===== src/rtl/core/nflp_pkg.sv =====
package nflp_pkg;

  // Table geometry
  localparam int unsigned TABLE_DEPTH = 32;
  localparam int unsigned IDX_W       = $clog2(TABLE_DEPTH);
  localparam int unsigned CNT_W       = $clog2(TABLE_DEPTH + 1);
  localparam int unsigned HZ_W        = 32;

  // Command codes carried in the input tuser
  localparam logic [1:0] CMD_CLEAR  = 2'd0;
  localparam logic [1:0] CMD_APPEND = 2'd1;
  localparam logic [1:0] CMD_LOOKUP = 2'd2;

  // Status codes carried in the output tuser
  localparam logic [1:0] ST_OK        = 2'd0;
  localparam logic [1:0] ST_BELOW_MIN = 2'd1;
  localparam logic [1:0] ST_FULL      = 2'd2;
  localparam logic [1:0] ST_EMPTY     = 2'd3;

  // Configuration register indexes
  localparam int unsigned CFG_IDX_W  = 1;
  localparam logic [CFG_IDX_W-1:0] CFG_MIN_HZ = 1'b0;
  localparam logic [CFG_IDX_W-1:0] CFG_MAX_HZ = 1'b1;

  // Full table marker
  localparam logic [CNT_W-1:0] CNT_FULL = CNT_W'(TABLE_DEPTH);

  // Access request from the controller to the table memory
  typedef struct packed {
    logic             we;
    logic [IDX_W-1:0] waddr;
    logic [HZ_W-1:0]  wdata;
    logic             re;
    logic [IDX_W-1:0] raddr;
  } ram_req_t;

endpackage


===== src/rtl/core/nflp_table_ram.sv =====
module nflp_table_ram
  import nflp_pkg::*;
(
  input  logic            clk_i,
  input  ram_req_t        req_i,
  output logic [HZ_W-1:0] rdata_o
);

  logic [HZ_W-1:0] mem_q [TABLE_DEPTH];
  logic [HZ_W-1:0] rdata_q;

  // One write port and one registered read port.
  always_ff @(posedge clk_i) begin
    if (req_i.we) begin
      mem_q[req_i.waddr] <= req_i.wdata;
    end
    if (req_i.re) begin
      rdata_q <= mem_q[req_i.raddr];
    end
  end

  assign rdata_o = rdata_q;

endmodule


===== src/rtl/core/nflp_ctrl.sv =====
module nflp_ctrl
  import nflp_pkg::*;
(
  input  logic             clk_i,
  input  logic             rst_ni,
  // Incoming transaction
  input  logic             in_valid_i,
  output logic             in_ready_o,
  input  logic [1:0]       in_cmd_i,
  input  logic [HZ_W-1:0]  in_value_i,
  // Configuration
  input  logic [HZ_W-1:0]  min_hz_i,
  input  logic [HZ_W-1:0]  max_hz_i,
  // Table memory
  output ram_req_t         ram_req_o,
  input  logic [HZ_W-1:0]  ram_rdata_i,
  // Outgoing transaction
  output logic             out_valid_o,
  input  logic             out_ready_i,
  output logic [HZ_W-1:0]  out_hz_o,
  output logic [IDX_W-1:0] out_idx_o,
  output logic [CNT_W-1:0] out_cnt_o,
  output logic [1:0]       out_status_o
);

  typedef enum logic [3:0] {
    S_IDLE  = 4'b0001,
    S_FIRST = 4'b0010,
    S_SCAN  = 4'b0100,
    S_FIN   = 4'b1000
  } state_e;

  state_e           state_q, state_d;
  logic [CNT_W-1:0] count_q, count_d;
  logic [HZ_W-1:0]  target_q, target_d;
  logic [HZ_W-1:0]  prev_q, prev_d;
  logic [IDX_W-1:0] idx_q, idx_d;
  logic [IDX_W-1:0] last_q, last_d;
  logic [HZ_W-1:0]  res_hz_q, res_hz_d;
  logic [IDX_W-1:0] res_idx_q, res_idx_d;
  logic [1:0]       res_st_q, res_st_d;
  logic             out_valid_q, out_valid_d;
  logic [HZ_W-1:0]  out_hz_q, out_hz_d;
  logic [IDX_W-1:0] out_idx_q, out_idx_d;
  logic [CNT_W-1:0] out_cnt_q, out_cnt_d;
  logic [1:0]       out_st_q, out_st_d;

  logic [HZ_W:0]    mid;
  logic             cap_hit;
  logic [IDX_W-1:0] idx_nxt;

  // Midpoint of the candidate and the entry just read, and the cap test on that entry.
  assign mid     = ({1'b0, prev_q} + {1'b0, ram_rdata_i}) >> 1;
  assign cap_hit = (max_hz_i != '0) && (ram_rdata_i >= max_hz_i);
  assign idx_nxt = idx_q + 1'b1;

  assign in_ready_o = (state_q == S_IDLE);

  // Sequencer: accept, walk the table one entry per cycle, hand off the result.
  always_comb begin
    state_d     = state_q;
    count_d     = count_q;
    target_d    = target_q;
    prev_d      = prev_q;
    idx_d       = idx_q;
    last_d      = last_q;
    res_hz_d    = res_hz_q;
    res_idx_d   = res_idx_q;
    res_st_d    = res_st_q;
    out_valid_d = out_valid_q;
    out_hz_d    = out_hz_q;
    out_idx_d   = out_idx_q;
    out_cnt_d   = out_cnt_q;
    out_st_d    = out_st_q;
    ram_req_o   = '0;

    if (out_valid_q && out_ready_i) begin
      out_valid_d = 1'b0;
    end

    unique case (state_q)
      S_IDLE: begin
        if (in_valid_i) begin
          target_d  = in_value_i;
          idx_d     = '0;
          res_hz_d  = '0;
          res_idx_d = '0;
          res_st_d  = ST_OK;
          state_d   = S_FIN;
          unique case (in_cmd_i)
            CMD_CLEAR: begin
              count_d = '0;
            end
            CMD_APPEND: begin
              if (in_value_i < min_hz_i) begin
                res_st_d = ST_BELOW_MIN;
              end else if (count_q == CNT_FULL) begin
                res_st_d = ST_FULL;
              end else begin
                ram_req_o.we    = 1'b1;
                ram_req_o.waddr = count_q[IDX_W-1:0];
                ram_req_o.wdata = in_value_i;
                count_d         = count_q + 1'b1;
              end
            end
            CMD_LOOKUP: begin
              if (count_q == '0) begin
                res_st_d = ST_EMPTY;
              end else begin
                ram_req_o.re    = 1'b1;
                ram_req_o.raddr = '0;
                last_d          = IDX_W'(count_q - 1'b1);
                state_d         = S_FIRST;
              end
            end
            default: begin
              // Unused command: no state change, plain result.
            end
          endcase
        end
      end

      S_FIRST: begin
        // Entry 0 is the first candidate.
        prev_d = ram_rdata_i;
        if ((last_q == '0) || cap_hit) begin
          res_hz_d  = ram_rdata_i;
          res_idx_d = idx_q;
          state_d   = S_FIN;
        end else begin
          ram_req_o.re    = 1'b1;
          ram_req_o.raddr = idx_nxt;
          state_d         = S_SCAN;
        end
      end

      S_SCAN: begin
        // The read data is the entry after the current candidate.
        if ({1'b0, target_q} <= mid) begin
          res_hz_d  = prev_q;
          res_idx_d = idx_q;
          state_d   = S_FIN;
        end else begin
          prev_d = ram_rdata_i;
          idx_d  = idx_nxt;
          if ((idx_nxt == last_q) || cap_hit) begin
            res_hz_d  = ram_rdata_i;
            res_idx_d = idx_nxt;
            state_d   = S_FIN;
          end else begin
            ram_req_o.re    = 1'b1;
            ram_req_o.raddr = idx_nxt + 1'b1;
          end
        end
      end

      S_FIN: begin
        // Load the output register once it is free.
        if (!out_valid_q || out_ready_i) begin
          out_valid_d = 1'b1;
          out_hz_d    = res_hz_q;
          out_idx_d   = res_idx_q;
          out_cnt_d   = count_q;
          out_st_d    = res_st_q;
          state_d     = S_IDLE;
        end
      end

      default: begin
        state_d = S_IDLE;
      end
    endcase
  end

  // Control state
  always_ff @(posedge clk_i or negedge rst_ni) begin
    if (!rst_ni) begin
      state_q     <= S_IDLE;
      count_q     <= '0;
      out_valid_q <= 1'b0;
    end else begin
      state_q     <= state_d;
      count_q     <= count_d;
      out_valid_q <= out_valid_d;
    end
  end

  // Payload and walk registers
  always_ff @(posedge clk_i) begin
    target_q  <= target_d;
    prev_q    <= prev_d;
    idx_q     <= idx_d;
    last_q    <= last_d;
    res_hz_q  <= res_hz_d;
    res_idx_q <= res_idx_d;
    res_st_q  <= res_st_d;
    out_hz_q  <= out_hz_d;
    out_idx_q <= out_idx_d;
    out_cnt_q <= out_cnt_d;
    out_st_q  <= out_st_d;
  end

  assign out_valid_o  = out_valid_q;
  assign out_hz_o     = out_hz_q;
  assign out_idx_o    = out_idx_q;
  assign out_cnt_o    = out_cnt_q;
  assign out_status_o = out_st_q;

endmodule


===== src/rtl/core/nearest_frequency_level_picker.sv =====
// Channel   Direction  tdata (low bit first)                       tuser
// s_axis    in         value_hz[31:0], 0 pad to 32                  cmd[1:0]
// m_axis    out        result_hz[31:0], result_index[4:0],          status[1:0]
//                      entry_count[5:0], 0 pad to 48
// cfg       in         cfg_idx_i 0 = min_assignable_hz, 1 = max_hz, no read-back
//
// Clear, append and unused commands pass from acceptance through S_FIN to the output register.
// A lookup reads one table entry per cycle from the single read port of the table
// memory and walks at most 32 entries.
// Reset clears the entry count, the sequencer and the output valid; the table needs no clearing.
// A stalled output holds the result; one more transaction is taken and parked meanwhile.
module nearest_frequency_level_picker
  import nflp_pkg::*;
(
  input  logic                 clk_i,
  input  logic                 rst_ni,
  // Input stream
  input  logic                 s_axis_tvalid,
  output logic                 s_axis_tready,
  input  logic [31:0]          s_axis_tdata,   // value_hz[31:0]
  input  logic [1:0]           s_axis_tuser,   // cmd[1:0]
  // Output stream
  output logic                 m_axis_tvalid,
  input  logic                 m_axis_tready,
  output logic [47:0]          m_axis_tdata,   // result_hz, result_index, entry_count
  output logic [1:0]           m_axis_tuser,   // status[1:0]
  // Configuration writes
  input  logic                 cfg_we_i,
  input  logic [CFG_IDX_W-1:0] cfg_idx_i,
  input  logic [HZ_W-1:0]      cfg_data_i
);

  logic [HZ_W-1:0]  min_hz_q;
  logic [HZ_W-1:0]  max_hz_q;
  ram_req_t         ram_req;
  logic [HZ_W-1:0]  ram_rdata;
  logic [HZ_W-1:0]  out_hz;
  logic [IDX_W-1:0] out_idx;
  logic [CNT_W-1:0] out_cnt;

  // Configuration registers
  always_ff @(posedge clk_i or negedge rst_ni) begin
    if (!rst_ni) begin
      min_hz_q <= '0;
      max_hz_q <= '0;
    end else if (cfg_we_i) begin
      unique case (cfg_idx_i)
        CFG_MIN_HZ: min_hz_q <= cfg_data_i;
        CFG_MAX_HZ: max_hz_q <= cfg_data_i;
      endcase
    end
  end

  nflp_ctrl u_ctrl (
    .clk_i        (clk_i),
    .rst_ni       (rst_ni),
    .in_valid_i   (s_axis_tvalid),
    .in_ready_o   (s_axis_tready),
    .in_cmd_i     (s_axis_tuser),
    .in_value_i   (s_axis_tdata),
    .min_hz_i     (min_hz_q),
    .max_hz_i     (max_hz_q),
    .ram_req_o    (ram_req),
    .ram_rdata_i  (ram_rdata),
    .out_valid_o  (m_axis_tvalid),
    .out_ready_i  (m_axis_tready),
    .out_hz_o     (out_hz),
    .out_idx_o    (out_idx),
    .out_cnt_o    (out_cnt),
    .out_status_o (m_axis_tuser)
  );

  nflp_table_ram u_table (
    .clk_i   (clk_i),
    .req_i   (ram_req),
    .rdata_o (ram_rdata)
  );

  // Pack the result fields, lowest field first.
  assign m_axis_tdata = {5'b0, out_cnt, out_idx, out_hz};

endmodule


===== config.mk =====
export PLATFORM = sky130hd
export DESIGN_NAME = nearest_frequency_level_picker
export DESIGN_NICKNAME = d
export VERILOG_FILES = /design/src/rtl/core/nflp_pkg.sv /design/src/rtl/core/nflp_table_ram.sv /design/src/rtl/core/nflp_ctrl.sv /design/src/rtl/core/nearest_frequency_level_picker.sv
export SDC_FILE = /design/constraint.sdc
export NUM_CORES = 2
export LEC_CHECK = 0
export BUFFER_PORTS_ARGS = -buffer_cell sky130_fd_sc_hd__clkbuf_2
export CAP_MARGIN = 20
export CORE_MARGIN = 5
export CORE_UTILIZATION = 45
export DETAILED_ROUTE_END_ITERATION = 10
export MAX_ROUTING_LAYER = met4
export PLACE_DENSITY_LB_ADDON = 0.2
export SYNTH_ARGS = -nofsm -noshare
export SYNTH_HDL_FRONTEND = slang
export SYNTH_SLANG_ARGS = --single-unit

===== constraint.sdc =====
create_clock -name clk_i -period 7.8 [get_ports clk_i]
set_clock_uncertainty 0.05 [all_clocks]
set_input_delay 0.78 -clock clk_i [delete_from_list [all_inputs] [get_ports clk_i]]
set_output_delay 0.78 -clock clk_i [all_outputs]
set_load 0.05 [all_outputs]

# [Word level (Yosys, flattened, before mapping)]
# Memories as Yosys holds them, arrays and structs flattened. A register that Yosys moved wholly into a read port is not among the register bits.
# Cells that the tools add are included.
[classes] order_cmp=3 n_addsub=5 mux=45 eq_ne=15 bitwise=2 n_reduce_logical=24
[op_table] cell="$mux 32" n=5
[op_table] cell="$mux 38" n=4
[op_table] cell="$pmux 32 s3" n=1
[op_table] cell="$pmux 32 s2" n=1
[op_table] cell="$mux 44" n=1
[op_table] cell="$mux 6" n=7
[op_table] cell="$add 32x32->33" n=1
[op_table] cell="$ge 32x32->1" n=1
[op_table] cell="$le 32x32->1" n=1
[op_table] cell="$lt 32x32->1" n=1
[op_table] cell="$reduce_bool 32->1" n=1
[op_table] cell="$mux 4" n=7
[op_table] cell="$mux 5" n=5
[op_table] cell="$pmux 6 s3" n=1
[op_table] cell="$pmux 4 s4" n=1
[op_table] cell="$pmux 5 s3" n=1
[op_table] cell="$pmux 6 s2" n=1
[op_table] cell="$add 5x1->5 const B" n=2
[op_table] cell="$pmux 5 s2" n=1
[op_table] cell="$reduce_and 2->1" n=5
[op_table] cell="$ne 2x2->1 const B" n=4
[op_table] cell="$reduce_and 4->1" n=2
[op_table] cell="$add 6x1->6 const B" n=1
[op_table] cell="$eq 6x6->1 const B" n=1
[op_table] cell="other kinds (24)" n=38
[totals] wordCells=111 memories=1 output_inout_bits=52 reg_bits=233 mem_bits_rw=1024 input_bits=72
[mem_list] name="u_table.mem_q" words=32 width=32 rd=1 rd_clocked_by_memory_dff=1 write_ports=1 line_no="nflp_table_ram.sv:9" source="logic [HZ_W-1:0] mem_q [TABLE_DEPTH];"

# [Longest topological paths before layout]
[depth] ltp_word=8 mapped_depth=29 depth_no_buf=25

# [Modules after synthesis]
# From an unflattened synthesis, not the netlist that was laid out.
[unflattened] cells_unflattened=3326 hier_area_um2=53734.0
[by_module_without_submodules] module="nflp_table_ram" cells_each=2260 seq_area_each_um2=31710.4 instances=1 area_each_um2=40812.9
[by_module_without_submodules] module="nflp_ctrl" cells_each=923 seq_area_each_um2=5021.1 instances=1 area_each_um2=10453.8
[by_module_without_submodules] module="nearest_frequency_level_picker" cells_each=143 seq_area_each_um2=1601.5 instances=1 area_each_um2=2467.4

# [Least setup slack after synthesis]
# Ideal clock, no wire load.
[synth_timing] path_type="flip-flop to flip-flop" from="register u_table.rdata_q[5] (netlist: u_table.rdata_o[5]), read port of u_table.mem_q" to="register u_ctrl.res_hz_q[0] (enable)" setup_ps=487 t_arrival_ps=7339 period_less_slack_ps=7877 n_path_buf=1 t_required_ps=7263 stages_incl_launch_ff=21 slack_ps=-77 path_cell_list="edfxtp_1 ha_1 a21o_1 a22o_1 a21oi_1 a21oi_1 a41oi_1 o21ai_0 a311oi_1 o211ai_1 a21oi_1 o21ai_0 xnor2_1 ha_1 nand4_2 a2bb2oi_1 nand3_1 o211ai_4 buf_4 a21oi_1 a211oi_1"
[synth_via] elab_chain_len=5 word_cells_on_any_way=9 cone_classes="add/sub (1); order compare (2); eq/ne (2); reduce/logical (4)"
[synth_rtl] item="from (decl)" line_no="nflp_table_ram.sv:10" source="logic [HZ_W-1:0] rdata_q;"
[synth_rtl] item="parallel branches: the longest is 4 deep, another holds $add 32x32->33"
[synth_rtl] item="$reduce_and 4->1 (no source line) (*)"
[synth_rtl] item="to (signal assigned)" line_no="nflp_ctrl.sv:194" source="res_hz_q <= res_hz_d;"
[synth_rtl] item="to (decl)" line_no="nflp_ctrl.sv:39" source="logic [HZ_W-1:0] res_hz_q, res_hz_d;"
# Mark *: on every way between the ends.
# A chain may end at the register's enable or synchronous reset.

# [Worst setup path in the final report]
[layout_timing] from="register u_table.rdata_q[5] (netlist: u_table.rdata_o[5]), read port of u_table.mem_q" to="register u_table.rdata_q[6] (netlist: u_table.rdata_o[6]), read port of u_table.mem_q, data pin"
[layout_via] elab_chain_len=6 word_cells_on_any_way=10 cone_classes="add/sub (1); order compare (2); mux (4); reduce/logical (3)"
[layout_rtl] item="parallel branches: the longest is 5 deep, another holds $add 32x32->33"
[layout_rtl] item="$pmux 6 s3 (*)" line_no="nflp_ctrl.sv:81" source="unique case (state_q)"
# Marks and branches as above.

==> impl_metrics.toml <==
[status]
status = "finished clean"

[clocking]
cts_inserted_buffers = 134
clk_pin_slew_worst_paths_ps = 60
cts_max_level = 4
clock-root-buffer = "clkbuf_16"
clock_path_buffers = 3
cts_sinks = 1289
insertion_delay_ps = 730
cts_tree = "built"

[sta]
timing.setup.tns_ps = 0
slew_viol_final = 0
worst_pin_slew_ps = 1157
setup-violations-final = 0
hold_viol_final = 0
fmax_ghz = 0.1337
rsz0062_at_grt = "no"
max-slew-margin-rel_pct = 22.89
hold_ws_ps = 217.1
finalCritPeriodShare_pct = 95.92
min_period_ps = 7482

[detailed_routing]
wl_um = 151100
drc_errors = 0
wl_per_cell_um = 27.33
drt_first_pass_iters = 9
num_vias = 32850
via_per_inst = 5.940
drt_iter0_markers = 3982
final_antenna_net_count = 0

[logic_synthesis]
synth_area_per_cell_sq_um = 14.32
ys_types = 77
seq_area_frac_synth_pct = 72.69
synth_top_area_share_pct = 69.13
syn_inst = 3682
yosysWarnings = 0
synth-seq-cells = 1289
synth-edff-count = 1214
synth.area.top_cells = "edfxtp_1 (69%), nand2_1 (5.2%), dfrtp_1 (3.5%)"
synth-async-reset-ratio_pct = 5.818
synth_top_area_cell = "edfxtp_1"
synthesis.area_sq_um = 52730
synth_ff_type = "edfxtp_1"

[floorplan]
num_rows = 125
die_x_um = 352.3
design.core.area_sq_um = 116400
ios = 124
die_area_sq_um = 124100
fp.dieH_um = 352.3
initial_utilization_pct = 45.32

[run]
maxCapViolCount = 0

[setup_path]
crit_required_ps = 8190
cp.arrival_ps = 7880
path_max_fanout = 19
criticalPathCategory = "reg2reg"
r2r_slack_ps = 320
end_kind = "flop"
cp-start-kind = "flop"

[placement]
dp_cells = 5264
port_buffers = 118
dpl-instance-area_sq_um = 55960
hpwl_um = 87820
finalWeightedCongestion = 0.8345

[power_and_ir_drop]
intPower_uw = 11790
pwr-share-comb_pct = 8.4
total_power_uw = 15470
clockPowerShare_pct = 40.1
cellLeakagePower_uw = 0.02101
seqPwrFrac_pct = 51.6
swShare_pct = 23.76
worst_ir_drop_vdd_mv = 0.1546
switchingPower_uw = 3676
cellPowerDensity_nw_per_um2 = 255.0

[cells_and_area]
postLayoutCellArea_sq_um = 60670
drive_gt1_share_pct = 14.73
layout.cells.non_filler = 5530
final_nets = 4107
area_delta_synth_final_pct = 15.05

[global_routing]
grt_usage_pct = 24.37
antenna_found_initial = 6
grt_max_degree = 86
first_global_vias = 30980
grt_overflow = 0
grt_pass1_wl_um = 217600

[worst_hold_path]
hp-class = "in2reg"
layer usage:
layer | wire length (um) | vias up | part of all wire [%] | track usage [%]
met4 | 4415 | 0 | 2.9 | 7.040
li1 | - | 14520 | - | -
met1 | 63690 | 16560 | 42 | 34.00
met3 | 12840 | 255 | 8.5 | 3.827
met2 | 70190 | 1516 | 46 | 37.48
met5 | 0 | - | 0 | -
flip-flops by register name (all words and copies together), names as in the netlist, 6 cells and up:
| name | flops |
|---|---|
| u_ctrl.out_cnt_o | 6 |
| u_ctrl.target_q | 32 |
| u_ctrl.prev_q | 32 |
| max_hz_q | 32 |
| u_ctrl.out_hz_o | 32 |
| min_hz_q | 32 |
| u_table.mem_q | 1024 |
| u_ctrl.res_hz_q | 32 |
| u_ctrl.count_q | 6 |
| u_table.rdata_o | 32 |
layout by cell type, fill, tap and decap left out, types with 36 or more instances in the layout:
cell | synthesis | routed
a21o_1 | 40 | 40
a21oi_1 | 76 | 75
a222oi_1 | 64 | 64
a31oi_1 | 96 | 96
a32oi_1 | 93 | 93
and3_1 | 37 | 37
buf_4 | 15 | 109
clkbuf_1 | 98 | 36
clkbuf_16 | 0 | 138
clkbuf_2 | 0 | 117
dfrtp_1 | 74 | 74
edfxtp_1 | 1214 | 1214
ha_1 | 135 | 135
inv_1 | 92 | 92
mux2i_1 | 97 | 97
nand2_1 | 735 | 731
nand3_1 | 264 | 260
nor2_1 | 60 | 45
o21ai_0 | 70 | 68
worst max-delay path: stages (launching register included):
cell,delay (ps)
edfxtp_1,540
ha_1,420
a21o_1,210
or3_1,330
o21ai_0,230
a21oi_1,190
o21ai_2,280
o21ai_0,210
o211a_1,300
a2111oi_4,390
a21oi_1,120
nor2_1,130
xor2_1,90
ha_1,320
nand4_2,200
nor4_4,400
nor2b_1,140
a31oi_4,330
o211ai_2,260
nor2_1,160
o21a_2,620
buf_12,250
a222oi_1,100
a32o_1,310
nor4_4,570
cells by family (layout without fill, tap and decap cells):
group	after synthesis	in the layout	share of synthesized area (%)
other	1	6	0.007111
xor gates and xnor gates	39	39	0.6620
muxes	130	130	2.546
buffers and inverters	285	602	2.408
AOI/OAI and AO/OA	552	553	7.728
DFF	1289	1289	72.69
and+or+nand+nor	1250	1251	10.72
adders and majority gates	136	136	3.241
final cells by class:
type,instances,area [sq um]
fill,9650,55690
sequential,1289,38330
multi-input combinational,2114,13590
clock buffer,175,3591
timing repair buffer,268,2286
tap,1524,1907
clock inverter,67,621.8
inverter,92,345.3
antenna,1,2.502
power by group through the flow:
stage                     combinational (uW)  clock [uW]  sequential (uW)
after floorplan                          701           0             8170
after global placement                  1250           0             8110
after detailed placement                1260           0             8120
after CTS                               1270        6300             7980
after global routing                    1410        6590             7990
final                                   1290        6200             7980
synth_stat cells (37+ instances only):
cell type  count
a21o_1        40
a21oi_1       76
a222oi_1      64
a31oi_1       96
a32oi_1       93
and3_1        37
buf_2         64
clkbuf_1      98
dfrtp_1       74
edfxtp_1    1214
ha_1         135
inv_1         92
mux2i_1       97
nand2_1      735
nand3_1      264
nor2_1        60
o21ai_0       70
metrics by stage:
| stage | setup slack (ps) | utilization [%] |
|---|---|---|
| floorplan | 639.0 | - |
| global placement | -678.5 | 48.09 |
| detailed placement | -405.0 | 48.09 |
| CTS | 17.52 | 51.74 |
| global route | 21.79 | 52.14 |
| finish | 318.4 | 52.14 |
final timing paths:
kind | from | cells after the start | end
worst min-delay path | cfg_data_i[12] | 3 | min_hz_q[12]$_DFFE_PN0P_
worst max-delay path | u_table.rdata_o[5]$_DFFE_PP_ | 24 | u_table.rdata_o[6]$_DFFE_PP_
min in group asynchronous | rst_ni | 2 | min_hz_q[0]$_DFFE_PN0P_
worst min register to register | u_ctrl.res_hz_q[28]$_DFFE_PP_ | 0 | u_ctrl.out_hz_o[28]$_DFFE_PP_
max in group asynchronous | rst_ni | 3 | max_hz_q[28]$_DFFE_PN0P_
worst max register to register | u_table.rdata_o[5]$_DFFE_PP_ | 24 | u_table.rdata_o[6]$_DFFE_PP_
what timing repair did:
action                                  CTS  global route
hold buffers                              1             0
pin swaps                                 0             5
endpoints found under the setup margin    2            22
endpoints found under the hold margin    17             0
gates resized for setup                   3            11
buffers inserted                          0             7
cloned                                    0             2
No activity file was read; power rests on OpenSTA's default activity.
